===== src/rtl/core/vrta_pkg.sv =====
package vrta_pkg;

    // default table geometry
    localparam int NUM_REGIONS_DEF = 512;
    localparam int PAGE_BYTES_DEF  = 4096;

    // request kinds
    localparam logic [1:0] REQ_ALLOC   = 2'd0;
    localparam logic [1:0] REQ_RELEASE = 2'd1;
    localparam logic [1:0] REQ_CHECK   = 2'd2;

    // result status codes
    localparam logic [1:0] ST_DONE      = 2'd0;
    localparam logic [1:0] ST_FULL      = 2'd1;
    localparam logic [1:0] ST_NOT_FOUND = 2'd2;

    // one region table entry
    typedef struct packed {
        logic [31:0] byte_len;
        logic [31:0] start_addr;
    } t_entry;

    // sequencer to head unit
    typedef struct packed {
        logic start;
        logic step;
    } t_head_ctl;

    // head unit to sequencer
    typedef struct packed {
        logic [31:0] res_addr;
        logic [31:0] res_len;
        logic [1:0]  status;
        logic        legit;
        logic        grow;
        logic        shrink;
    } t_head_res;

endpackage


===== src/rtl/core/vrta_cell.sv =====
module vrta_cell #(
    parameter logic [31:0] RST_START = 32'd0,
    parameter logic [31:0] RST_LEN   = 32'd0
) (
    input  logic            i_clk,
    input  logic            i_rst_n,
    input  logic            i_load,
    input  vrta_pkg::t_entry i_d,
    output vrta_pkg::t_entry o_q
);

    vrta_pkg::t_entry r_q;

    // one table slot, takes its neighbor's entry on each ring step
    always_ff @(posedge i_clk) begin
        if (!i_rst_n) begin
            r_q.start_addr <= RST_START;
            r_q.byte_len   <= RST_LEN;
        end else if (i_load) begin
            r_q <= i_d;
        end
    end

    assign o_q = r_q;

endmodule


===== config.mk =====
export PLATFORM = sky130hd
export DESIGN_NAME = vrta_cell
export DESIGN_NICKNAME = d
export VERILOG_FILES = /design/src/rtl/core/vrta_pkg.sv /design/src/rtl/core/vrta_cell.sv
export SDC_FILE = /design/constraint.sdc
export NUM_CORES = 1
export LEC_CHECK = 0
export BUFFER_PORTS_ARGS = -buffer_cell sky130_fd_sc_hd__buf_2
export CAP_MARGIN = 20
export CORE_MARGIN = 4
export CORE_UTILIZATION = 48
export CTS_CLUSTER_DIAMETER = 120
export DETAILED_ROUTE_END_ITERATION = 8
export PLACE_DENSITY = 0.82
export RECOVER_POWER = 100
export SLEW_MARGIN = 20
export SYNTH_ARGS = -nofsm -noshare
export SYNTH_HDL_FRONTEND = slang
export SYNTH_SLANG_ARGS = --single-unit

===== constraint.sdc =====
create_clock -name i_clk -period 1.9 [get_ports i_clk]
set_input_delay 0.19 -clock i_clk [delete_from_list [all_inputs] [get_ports i_clk]]
set_output_delay 0.19 -clock i_clk [all_outputs]
set_load 0.005 [all_outputs]

Word level (Yosys, flattened, before mapping) --
Index checks and enable logic that the tools add are counted.
Word-level totals: input bits 67, register bits after elaboration 64, output and inout bits 64, logic and storage cells 2

Depth between registers and ports, before layout --
word-level depth 0, depth in mapped cells 4, depth with buffers taken out 2

Least setup slack after synthesis --
Ideal clock, no wire load.
path kind input-to-reg, start in i_load, end reg r_q (netlist bit o_q[10]), path buffers 2, required time 1784 ps, library setup time 116 ps, stages 4, data arrival time 723 ps, path slack 1061 ps, cell sequence buf_6 buf_8 mux2i_1 nor2b_1
RTL lines:
- start, declared | RTL line vrta_cell.sv:7 | input logic i_load,
- end signal, assigned | RTL line vrta_cell.sv:20 | r_q <= i_d;
- end, declared | RTL line vrta_cell.sv:12 | vrta_pkg::t_entry r_q;

==> results_dict.tcl <==
set metrics [dict create \
    seq_area_mm2 0.001281 \
    synth_top_area_frac 0.5227 \
    setup_viol 0 \
    worst-path-max-fanout 64 \
    grt_use_met1 0.1820 \
    clock_path_buffers 2 \
    post-cts-setup-buffers 0 \
    clk_pin_slew_ns 0.06 \
    grt_busiest_layer "met2" \
    hold_buffers 0 \
    finalMaxSlewViolations 0 \
    worstMarginPinSlew_ns 1.113 \
    boundaryPins 131 \
    hold_viol_final 0 \
    core-area_mm2 0.004848 \
    grt_pass1_vias 1890 \
    multi_input_area_mm2 0.001041 \
    setup_slack_ns 0.5692 \
    clock_latency_ns 0.31 \
    pwr_density_cell_mw_per_mm2 862.7 \
    layout_commonest_cell "buf_2" \
    worstHoldStart "i_d[2]" \
    fillCellCount 405 \
    root_buffer "clkbuf_8" \
    final_cell_mix "buf_2, mux2i_1, nor2b_1, dfxtp_1, clkbuf_1" \
    drt_pass1_iterations 3 \
    whs_path_depth 3 \
    clock_skew_ns 0 \
    dp_hpwl_mm 3.526 \
    drive_gt1_frac 0.3500 \
    wl_per_cell_um 12.24 \
    fmax_ghz 0.7514 \
    initial_utilization 0.5055 \
    post-route-period-util 0.7004 \
    place_ws_ns 0.7888 \
    nets 402 \
    dieWidth_um 79.46 \
    syn_inst 206 \
    post_cts_resized 0 \
    reg2reg_depth 2 \
    cts_tree "built" \
    gr-usage-all-layers 0.1640 \
    die_h_um 79.46 \
    antenna_found_initial 0 \
    final_util 0.6612 \
    ys_warn_count 0 \
    avgSynthCellArea_um2 11.90 \
    num_vias 1831 \
    drt-initial-drc-count 32 \
    grt_max_degree 65 \
    port-buffer-count 130 \
    synth_top_area_cell "dfxtp_1" \
    drt_wl_total_mm 4.981 \
    crit_path_top_delay_cell "clkbuf_4" \
    synth_area_leaders "dfxtp_1, mux2i_1, nor2b_1" \
    power.leakage_nw 1.595 \
    met2_usage 0.2604 \
    syn-num-nets 273 \
    num_rows 25 \
    dieArea_mm2 0.006314 \
    cts_sinks 64 \
    relSlewSlack 0.2580 \
    vias_per_cell 4.499 \
    grt_pass1_wl_mm 8.128 \
    drv_cap 0 \
    area_growth_pct 30.78 \
    peakVddDrop_v 0.0006308 \
    synth_seq_area_share 0.5227 \
    rsz0062_at_grt "no" \
    hp-class "in -> reg" \
    cpPeakStageDelay_ns 0.84 \
    status "complete, no violations" \
    startpoint "i_load" \
    cp.arrival_ns 1.54 \
    syn_area_mm2 0.002451 \
    drc 0 \
    reg2reg_from "o_q[18]" \
    fin_tns_setup_ns 0 \
    use_met3 0.07562 \
    overflow 0 \
    synth.ff_latch_count 64 \
    crit_type "in -> reg" \
    worstPathCellList "clkbuf_4, clkbuf_4, mux2i_1, nor2b_1" \
    antennaDiodeCount 0 \
    required_ns 2.11 \
    synthDistinctLibCells 7 \
    largest_reg_flops 64 \
    cts_made_buffers 9 \
    ant_nets 0 \
    post-route-min-period_ns 1.331 \
    crit_top_cell "clkbuf_4" \
    gp_congestion 0.7134 \
    critPathLaunchType "input pin" \
    cp-end-kind "flop" \
    cts_max_level 3 \
]
==> worst paths after layout <==
| kind | endpoint | slack, ns |
|---|---|---|
| max | o_q[59] | 0.57 |
| max reg2reg | o_q[18] | 1.26 |
| min | o_q[2] | 0.13 |
| min reg2reg | o_q[15] | 0.51 |
==> per-stage QoR <==
step	hold slack [ns]	area [um2]	total power, mW	cells
2_1_floorplan	0.3595	2451	1.690	206
3_3_place_gp	0.4441	3087	1.836	391
3_5_place_dp	0.4578	3087	1.845	391
4_1_cts	0.1036	3252	2.822	407
5_1_grt	0.1220	3206	2.921	407
6_report	0.1254	3206	2.766	407
==> synth_stat cells <==
cell type,number
dfxtp_1,64
clkbuf_1,6
clkbuf_2,1
mux2i_1,64
buf_8,6
nor2b_1,64
buf_6,1
==> routing by layer <==
layer  routed length (um)  vias to the layer above  part of all wire
met1                 2093                      805              0.42
met2                 2216                       86              0.44
met3                  608                        7              0.12
li1                     -                      933                 -
met4                   62                        0             0.012
met5                    0                        -                 0
==> where the power goes <==
part | internal, mW | leakage (nW) | switching [mW]
clock network | 0.501 | 0.0899 | 0.462
logic | 0.195 | 0.977 | 0.146
registers | 1.42 | 0.529 | 0.0396
total | 2.12 | 1.60 | 0.647
==> logic make-up (layout without fill, tap and decap cells) <==
group / count (synthesis) / after routing / share of synthesized area
buf+inv: 14 / 148 / 0.05258
mux: 64 / 64 / 0.2614
flops: 64 / 64 / 0.5227
simple gates: 64 / 64 / 0.1633
==> final cells by class <==
| cell class | instances | area share |
|---|---|---|
| sequential | 64 | 0.3997 |
| multi-input combinational | 128 | 0.3247 |
| timing repair buffer | 132 | 0.1979 |
| clock buffer | 12 | 0.04528 |
| tap | 67 | 0.02615 |
| clock inverter | 4 | 0.006245 |
==> worst max-delay path, delay by kind of cell <==
kind | cells | cell delay [ns]
buf+inv | 2 | 0.94
simple gates | 1 | 0.07
mux | 1 | 0.27
(Power assumes the default switching activity.)
