File: config.mk
export PLATFORM = sky130hd
export DESIGN_NAME = vrta_head
export DESIGN_NICKNAME = d
export VERILOG_FILES = /design/src/rtl/core/vrta_pkg.sv /design/src/rtl/core/vrta_head.sv
export SDC_FILE = /design/constraint.sdc
export NUM_CORES = 1
export LEC_CHECK = 0
export BUFFER_PORTS_ARGS = -buffer_cell sky130_fd_sc_hd__buf_2
export CAP_MARGIN = 20
export CORE_MARGIN = 8
export CORE_UTILIZATION = 25
export CTS_CLUSTER_DIAMETER = 80
export DETAILED_ROUTE_END_ITERATION = 8
export HOLD_SLACK_MARGIN = 0.02
export MAX_ROUTING_LAYER = met4
export PLACE_DENSITY = 0.52
export SLEW_MARGIN = 20
export SYNTH_ARGS = -nofsm -noshare
export SYNTH_HDL_FRONTEND = slang
export SYNTH_SLANG_ARGS = --single-unit
File: constraint.sdc
create_clock -name i_clk -period 4.3 [get_ports i_clk]
set_clock_uncertainty 0.15 [all_clocks]
set_input_delay 0.645 -clock i_clk [delete_from_list [all_inputs] [get_ports i_clk]]
set_output_delay 0.645 -clock i_clk [all_outputs]
set_load 0.01 [all_outputs]
File: src/rtl/core/vrta_pkg.sv
package vrta_pkg;

    // default table geometry
    localparam int NUM_REGIONS_DEF = 512;
    localparam int PAGE_BYTES_DEF  = 4096;

    // request kinds
    localparam logic [1:0] REQ_ALLOC   = 2'd0;
    localparam logic [1:0] REQ_RELEASE = 2'd1;
    localparam logic [1:0] REQ_CHECK   = 2'd2;

    // result status codes
    localparam logic [1:0] ST_DONE      = 2'd0;
    localparam logic [1:0] ST_FULL      = 2'd1;
    localparam logic [1:0] ST_NOT_FOUND = 2'd2;

    // one region table entry
    typedef struct packed {
        logic [31:0] byte_len;
        logic [31:0] start_addr;
    } t_entry;

    // sequencer to head unit
    typedef struct packed {
        logic start;
        logic step;
    } t_head_ctl;

    // head unit to sequencer
    typedef struct packed {
        logic [31:0] res_addr;
        logic [31:0] res_len;
        logic [1:0]  status;
        logic        legit;
        logic        grow;
        logic        shrink;
    } t_head_res;

endpackage

File: src/rtl/core/vrta_head.sv
module vrta_head #(
    parameter int NUM_REGIONS = vrta_pkg::NUM_REGIONS_DEF,
    parameter int PAGE_BYTES  = vrta_pkg::PAGE_BYTES_DEF
) (
    input  logic                             i_clk,
    input  logic                             i_rst_n,
    input  vrta_pkg::t_head_ctl              i_ctl,
    input  logic [$clog2(NUM_REGIONS)-1:0]   i_k,
    input  logic [$clog2(NUM_REGIONS+1)-1:0] i_used,
    input  logic [1:0]                       i_req_type,
    input  logic [31:0]                      i_req_size,
    input  logic [31:0]                      i_req_address,
    input  vrta_pkg::t_entry                 i_head,
    input  vrta_pkg::t_entry                 i_next,
    output vrta_pkg::t_entry                 o_feed,
    output vrta_pkg::t_head_res              o_res
);

    localparam int          CNT_W     = $clog2(NUM_REGIONS+1);
    localparam logic [32:0] PAGE_M1   = 33'(PAGE_BYTES - 1);
    localparam logic [32:0] PAGE_MASK = ~PAGE_M1;
    localparam logic [33:0] ADDR_TOP  = 34'h1_0000_0000;

    logic [1:0]  r_type;
    logic        r_zero;
    logic        r_full;
    logic        r_found;
    logic        r_grow;
    logic        r_legit;
    logic        r_ovf;
    logic [31:0] r_addr;
    logic [32:0] r_len;
    logic [32:0] r_last_end;
    logic [31:0] r_res_addr;
    logic [31:0] r_res_len;

    logic [CNT_W-1:0] w_k_ext;
    logic [CNT_W-1:0] w_k_inc;
    logic             w_in_used;
    logic             w_is_last;
    logic             w_is_free;
    logic [32:0]      w_head_end;
    logic [33:0]      w_new_end;
    logic             w_fits;
    logic             w_alloc_slot;
    logic             w_hit;
    logic             w_del;
    logic             w_in_range;

    // position of the entry now at the ring head
    assign w_k_ext   = CNT_W'(i_k);
    assign w_k_inc   = w_k_ext + CNT_W'(1);
    assign w_in_used = w_k_ext < i_used;
    assign w_is_last = w_k_inc == i_used;
    assign w_is_free = w_k_ext == i_used;

    // region end, exclusive, and end of the region being appended
    assign w_head_end = {1'b0, i_head.start_addr} + {1'b0, i_head.byte_len};
    assign w_new_end  = {1'b0, r_last_end} + {1'b0, r_len};
    assign w_fits     = !r_len[32] && (w_new_end <= ADDR_TOP);

    assign w_alloc_slot = (r_type == vrta_pkg::REQ_ALLOC) && w_is_free && !r_zero && !r_full;
    assign w_hit = (r_type == vrta_pkg::REQ_RELEASE) && !r_found && (i_k != '0) && w_in_used
                   && (i_head.start_addr == r_addr);
    assign w_del = (r_type == vrta_pkg::REQ_RELEASE) && (r_found || w_hit);
    assign w_in_range = w_in_used && (r_addr >= i_head.start_addr)
                        && ({1'b0, r_addr} < w_head_end);

    // entry written back at the ring tail
    always_comb begin
        o_feed = i_head;
        if (w_alloc_slot && w_fits) begin
            o_feed.start_addr = r_last_end[31:0];
            o_feed.byte_len   = r_len[31:0];
        end else if (w_del) begin
            o_feed = (w_k_inc < i_used) ? i_next : '0;
        end
    end

    // request flags
    always_ff @(posedge i_clk) begin
        if (!i_rst_n) begin
            r_type  <= vrta_pkg::REQ_CHECK;
            r_zero  <= 1'b0;
            r_full  <= 1'b0;
            r_found <= 1'b0;
            r_grow  <= 1'b0;
            r_legit <= 1'b0;
            r_ovf   <= 1'b0;
        end else if (i_ctl.start) begin
            r_type  <= i_req_type;
            r_zero  <= i_req_size == 32'd0;
            r_full  <= i_used == CNT_W'(NUM_REGIONS);
            r_found <= 1'b0;
            r_grow  <= 1'b0;
            r_legit <= 1'b0;
            r_ovf   <= 1'b0;
        end else if (i_ctl.step) begin
            if (w_alloc_slot) begin
                r_grow <= w_fits;
                r_ovf  <= !w_fits;
            end
            if (w_hit) begin
                r_found <= 1'b1;
            end
            if ((r_type == vrta_pkg::REQ_CHECK) && w_in_range) begin
                r_legit <= 1'b1;
            end
        end
    end

    // request operands and captured region
    always_ff @(posedge i_clk) begin
        if (i_ctl.start) begin
            r_addr     <= i_req_address;
            r_len      <= ({1'b0, i_req_size} + PAGE_M1) & PAGE_MASK;
            r_last_end <= '0;
            r_res_addr <= '0;
            r_res_len  <= '0;
        end else if (i_ctl.step) begin
            if ((r_type == vrta_pkg::REQ_ALLOC) && w_is_last) begin
                r_last_end <= w_head_end;
            end
            if (w_alloc_slot && w_fits) begin
                r_res_addr <= r_last_end[31:0];
                r_res_len  <= r_len[31:0];
            end
            if (w_hit) begin
                r_res_addr <= i_head.start_addr;
                r_res_len  <= i_head.byte_len;
            end
        end
    end

    // result summary
    always_comb begin
        o_res.res_addr = r_res_addr;
        o_res.res_len  = r_res_len;
        o_res.legit    = r_legit;
        o_res.grow     = r_grow;
        o_res.shrink   = r_found;
        o_res.status   = vrta_pkg::ST_DONE;
        if ((r_type == vrta_pkg::REQ_ALLOC) && !r_zero && (r_full || r_ovf)) begin
            o_res.status = vrta_pkg::ST_FULL;
        end else if ((r_type == vrta_pkg::REQ_RELEASE) && !r_found) begin
            o_res.status = vrta_pkg::ST_NOT_FOUND;
        end
    end

    a_grow_alloc: assert property (@(posedge i_clk) disable iff (!i_rst_n)
        r_grow |-> (r_type == vrta_pkg::REQ_ALLOC) && !r_ovf)
        else $error("region added by a non-allocate request");

    a_found_rel: assert property (@(posedge i_clk) disable iff (!i_rst_n)
        r_found |-> (r_type == vrta_pkg::REQ_RELEASE))
        else $error("region removed by a non-release request");

    a_ovf_alloc: assert property (@(posedge i_clk) disable iff (!i_rst_n)
        r_ovf |-> (r_type == vrta_pkg::REQ_ALLOC) && !r_grow)
        else $error("overrun flagged outside an allocate request");

endmodule

# ---- Yosys cells after proc, flatten, opt, wreduce, memory -nomap -nowiden
# Index checks and enable logic that the tools add are counted.
dict set report totals {
  reg_bits 158
  latchBits 0
  mem_bits_rw 0
  rom_bits 0
  inputBits 217
  out_inout_bits 133
  wordCells 70
  mem_count 0
}
dict set report classes {
  n_addsub 4
  multipliers 0
  div 0
  n_lt_le_gt_ge 5
  n_eq_ne 6
  shift 0
  mux 9
  bitwise 1
  reduce_logical 33
}
# op n
set ops {}
lappend ops {{$mux 64} 3}
lappend ops {{$mux 32} 4}
lappend ops {{$add 33x33->34} 1}
lappend ops {{$le 34x33->1 const B} 1}
lappend ops {{$add 32x12->33 const B} 1}
lappend ops {{$add 32x32->33} 1}
lappend ops {{$lt 32x33->1} 1}
lappend ops {{$eq 32x32->1} 1}
lappend ops {{$ge 32x32->1} 1}
lappend ops {{$logic_not 32->1} 1}
lappend ops {{$logic_and 1x1->1} 16}
lappend ops {{$add 9x1->10 const B} 1}
lappend ops {{$eq 10x10->1} 1}
lappend ops {{$eq 10x10->1 const B} 1}
lappend ops {{$eq 9x10->1} 1}
lappend ops {{$lt 10x10->1} 1}
lappend ops {{$lt 9x10->1} 1}
lappend ops {{$reduce_and 2->1} 5}
lappend ops {{$reduce_bool 9->1} 1}
lappend ops {{$logic_not 1->1} 5}
lappend ops {{$mux 2} 2}
lappend ops {{$eq 2x1->1 const B} 1}
lappend ops {{$eq 2x2->1 const B} 1}
lappend ops {{$logic_not 2->1} 1}
lappend ops {{4 further kinds} 5}

# ---- Longest topological paths before layout
dict set report depth {
  word_depth 9
  ltp_mapped 18
  depth_no_buf 18
}

# ---- Worst setup path before layout
# OpenSTA, ideal clock, no wires.
dict set report synth_timing {
  path_type {register to output}
  startpoint {reg r_len[17]}
  endpoint {out o_feed[45] (netlist bit)}
  arrival_ps 3527
  required_ps 3505
  slack_ps -22
  path_stages_with_launch 13
  n_path_buf 2
  cell_sequence {edfxtp_1 ha_1 buf_2 nor3b_1 a2111oi_2 o2111ai_1 or4b_1 nor4_1 nand4_1 a2111oi_2 clkbuf_1 a2111oi_0 a31oi_1}
}
# element line_no
set synth_rtl {}
lappend synth_rtl {{start, declared} vrta_head.sv:32} ;# logic [32:0] r_len;
lappend synth_rtl {{start signal, assigned} vrta_head.sv:116} ;# r_len <= ({1'b0, i_req_size} + PAGE_M1) & PAGE_MASK;
lappend synth_rtl {{end, declared} vrta_head.sv:15} ;# output vrta_pkg::t_entry o_feed,

==> out/qor.csv <==
stage,metric,value,unit
power_and_ir_drop,P_leak,9.12,nW
floorplanning,die height,250,µm
drt,Via density,5.34,
power_and_ir_drop,Final Power,4.72,mW
yosys,"Distinct cells, synth",76,
sta,crit share post-route,119,%
floorplanning,Starting Density,25.3,%
finish,share of cells above drive strength 1,36.8,%
yosys,Synth Instances,1681,
yosys,Synth Cell Area,13700,µm²
worst_setup_path,capturing element type of the critical path,output pin,
finish,FF+latch area,3690,µm²
job,max-cap viol count,0,
global_route,initial antenna violation count,10,
floorplanning,Die Width,250,µm
yosys,post-synthesis sequential area ratio,27.0,%
worst_hold_path,Hold Path Class,primary input to register,
sta,pins over their slew limit,0,
drt,WL/cell,24.2,µm
worst_setup_path,Worst Setup Start Kind,register,
floorplanning,core area,53900,µm²
yosys,#FFs+latches synth,158,
global_route,first-pass GRT wire length,103,mm
global_route,largest net degree at the start of global routing,116,
drt,First DRT Iteration DRCs,1122,
worst_setup_path,CP arrival,4340,ps
yosys,synthesized net count,2037,
worst_setup_path,Crit Path Class,register to output pin,
worst_hold_path,Hold Path Depth,1,
finish,area grow syn2layout,46.9,%
drt,via count,15800,
sta,Final setup viols,64,
worst_setup_path,"Req. time, crit path",3500,ps
clock_network,Worst-path clk slew,80,ps
sta,Relative slew margins,47.0,%
place,DP Worst Slack,-672,ps
finish,area of the multi-input gates,10200,µm²
clock_network,clk buf depth,2,
drt,# DRC,0,
place,PortBufs,349,
clock_network,clk_lat worst skew,500,ps
floorplanning,Die Area,62400,µm²
yosys,ys async rst share,0,%
clock_network,total CTS buffers,17,
clock_network,CTS tree,done,
finish,post-route cell area,20100,µm²
power_and_ir_drop,pwr/cell area,235,nW/µm²
place,Final HPWL DP,56.8,mm
clock_network,root buffer cell,clkbuf_16,
finish,# fillers,5546,
global_route,Tot GR Track Use,22.6,%
global_route,Overflow after GRT,0,
status,outcome,"complete, but fails checks",
sta,min Tclk post-route,5130,ps
finish,fin nets,2592,
yosys,ys flop type,dfxtp_1,
yosys,Post-synth EDFFs,53,
finish,post-route core utilization,37.2,%
yosys,"Warnings, synthesis",0,
drt,ANT nets after route,0,
sta,final hold vios,0,
sta,setup slack after layout,-830,ps
drt,first-pass detailed-route iteration total,5,
power_and_ir_drop,maximum vdd ir drop,335,µV
floorplanning,row count,85,
floorplanning,I/O pins,350,
place,GPL Wtd Cong,0.930,
sta,unrepaired setup endpoints after global routing,yes,
sta,hold slack,176,ps
sta,fmax,195,MHz
clock_network,TritonCTS Sinks,158,
worst_setup_path,worst-path fanout max,7,
worst_setup_path,Worst Reg-to-Reg Cells,13,
clock_network,H-tree depth,4,
global_route,vias in the first global route,16000,
sta,measured slew at the worst slew-check pin,795,ps
place,Post-DP Area,18100,µm²
status,failing checks,setup timing,
drt,Detailed Route WL,71.6,mm
yosys,syn_area_per_cell,8.13,µm²
==> cell usage after synthesis, types with 8 or more instances <==
library cell | number | area (µm²)
xor2_1 | 25 | 219
and3_1 | 10 | 62.6
a22oi_1 | 12 | 90.1
o21ai_0 | 33 | 165
o21ai_1 | 13 | 65.1
a221oi_1 | 22 | 193
a2111oi_0 | 57 | 499
nor2_1 | 135 | 507
xnor2_1 | 35 | 307
and4_1 | 56 | 490
inv_1 | 65 | 244
buf_1 | 8 | 30.0
edfxtp_1 | 53 | 1590
nand4_1 | 30 | 188
a211oi_1 | 15 | 113
a21oi_1 | 160 | 801
a21o_1 | 41 | 308
o21bai_1 | 10 | 75.1
dfxtp_1 | 105 | 2100
nand2_1 | 185 | 694
a31o_1 | 22 | 193
a31oi_1 | 12 | 75.1
nor2b_1 | 45 | 282
clkbuf_1 | 91 | 342
ha_1 | 137 | 1710
nand3_1 | 66 | 330
o21a_1 | 17 | 128
mux2i_1 | 20 | 200
mux2_4 | 9 | 135
and2_1 | 16 | 100
nor4_1 | 19 | 119
nor3_1 | 16 | 80.1
mux2_1 | 21 | 236
==> layout make-up <==
class,count,area share [%]
inverter,67,1.25
sequential,158,18.4
clock buffer,18,2.24
antenna,7,0.0872
timing repair buffer,649,22.1
tap,696,4.34
multi-input combinational,1343,50.9
clock inverter,14,0.710
==> sequential cells by signal, summed over array words and instances (netlist names), 2 cells and up <==
name and flops:
r_addr 32, r_last_end 33, r_len 21, r_res_addr 32
r_res_len 32, r_type 2
==> routing by layer <==
layer | up-vias | share of wire (%) | track usage [%]
li1 | 7434 | - | -
met1 | 7590 | 44 | 28.2
met2 | 630 | 47 | 36.5
met3 | 117 | 6.4 | 3.89
met4 | 0 | 3.6 | 8.13
met5 | - | 0 | -
==> what timing repair did <==
action,4_1_cts,5_1_grt
endpoints found under the setup margin,65,116
buffers inserted,14,8
hold buffers,0,0
gates resized for setup,117,110
cloned,5,3
pin swaps,16,34
==> worst max-delay path, cell delays in order (launching register included) <==
cell,delay (ps)
edfxtp_1,390
ha_2,200
inv_2,40
fa_1,490
nor4b_4,190
nand4_1,240
or4b_4,550
nor4_2,150
nand4_1,240
buf_4,220
a211oi_4,220
a31o_4,240
buf_12,140
buf_8,130
clkbuf_16,180
a21oi_1,70
buf_2,150
==> report_power, final <==
group	switching (mW)	leakage, nW	internal [mW]	total [mW]
sequential	0.0415	1.36	1.59	1.63
combinational	0.794	7.46	0.675	1.47
clock	0.768	0.293	0.851	1.62
total	1.60	9.12	3.12	4.72
==> worst paths after layout <==
check	start	endpoint	slack, ps
worst max-delay path	r_len[12]	o_feed[51]	-830
worst min-delay path	i_req_address[0]	r_addr[0]	180
worst max register to register	r_len[12]	r_res_addr[19]	90
worst min register to register	r_last_end[32]	r_last_end[32]	320
==> cell usage in the layout, fill, tap and decap left out, drive strengths merged, types with 10 or more instances in the layout <==
cell type	instances
a2111oi	59
a211oi	15
a21o	41
a21oi	160
a221oi	22
a22oi	12
a31o	27
a31oi	12
and2	16
and3	10
and4	56
buf	646
clkbuf	21
dfxtp	105
edfxtp	53
ha	137
inv	77
mux2	30
mux2i	20
nand2	185
nand3	66
nand4	30
nor2	135
nor2b	45
nor3	16
nor4	19
o21a	17
o21ai	46
o21bai	10
xnor2	35
xor2	25
==> kinds of logic after synthesis <==
| logic type | share of synthesized area, % |
|---|---|
| flip-flops | 27.0 |
| AO/OA/AOI/OAI | 23.6 |
| buffers and inverters | 5.31 |
| AND/OR/NAND/NOR | 23.2 |
| multiplexers | 4.18 |
| adder cells (fa/ha/maj) | 12.8 |
| XOR/XNOR | 3.84 |
==> metrics by stage <==
stage          TNS (ps)  cells
3_5_place_dp     -19940   2886
3_3_place_gp     -16210   2886
2_1_floorplan         0   1681
5_1_grt          -54180   2951
4_1_cts          -46430   2936
6_report         -47520   2952
Note: power is estimated with default switching activity, not from simulation.
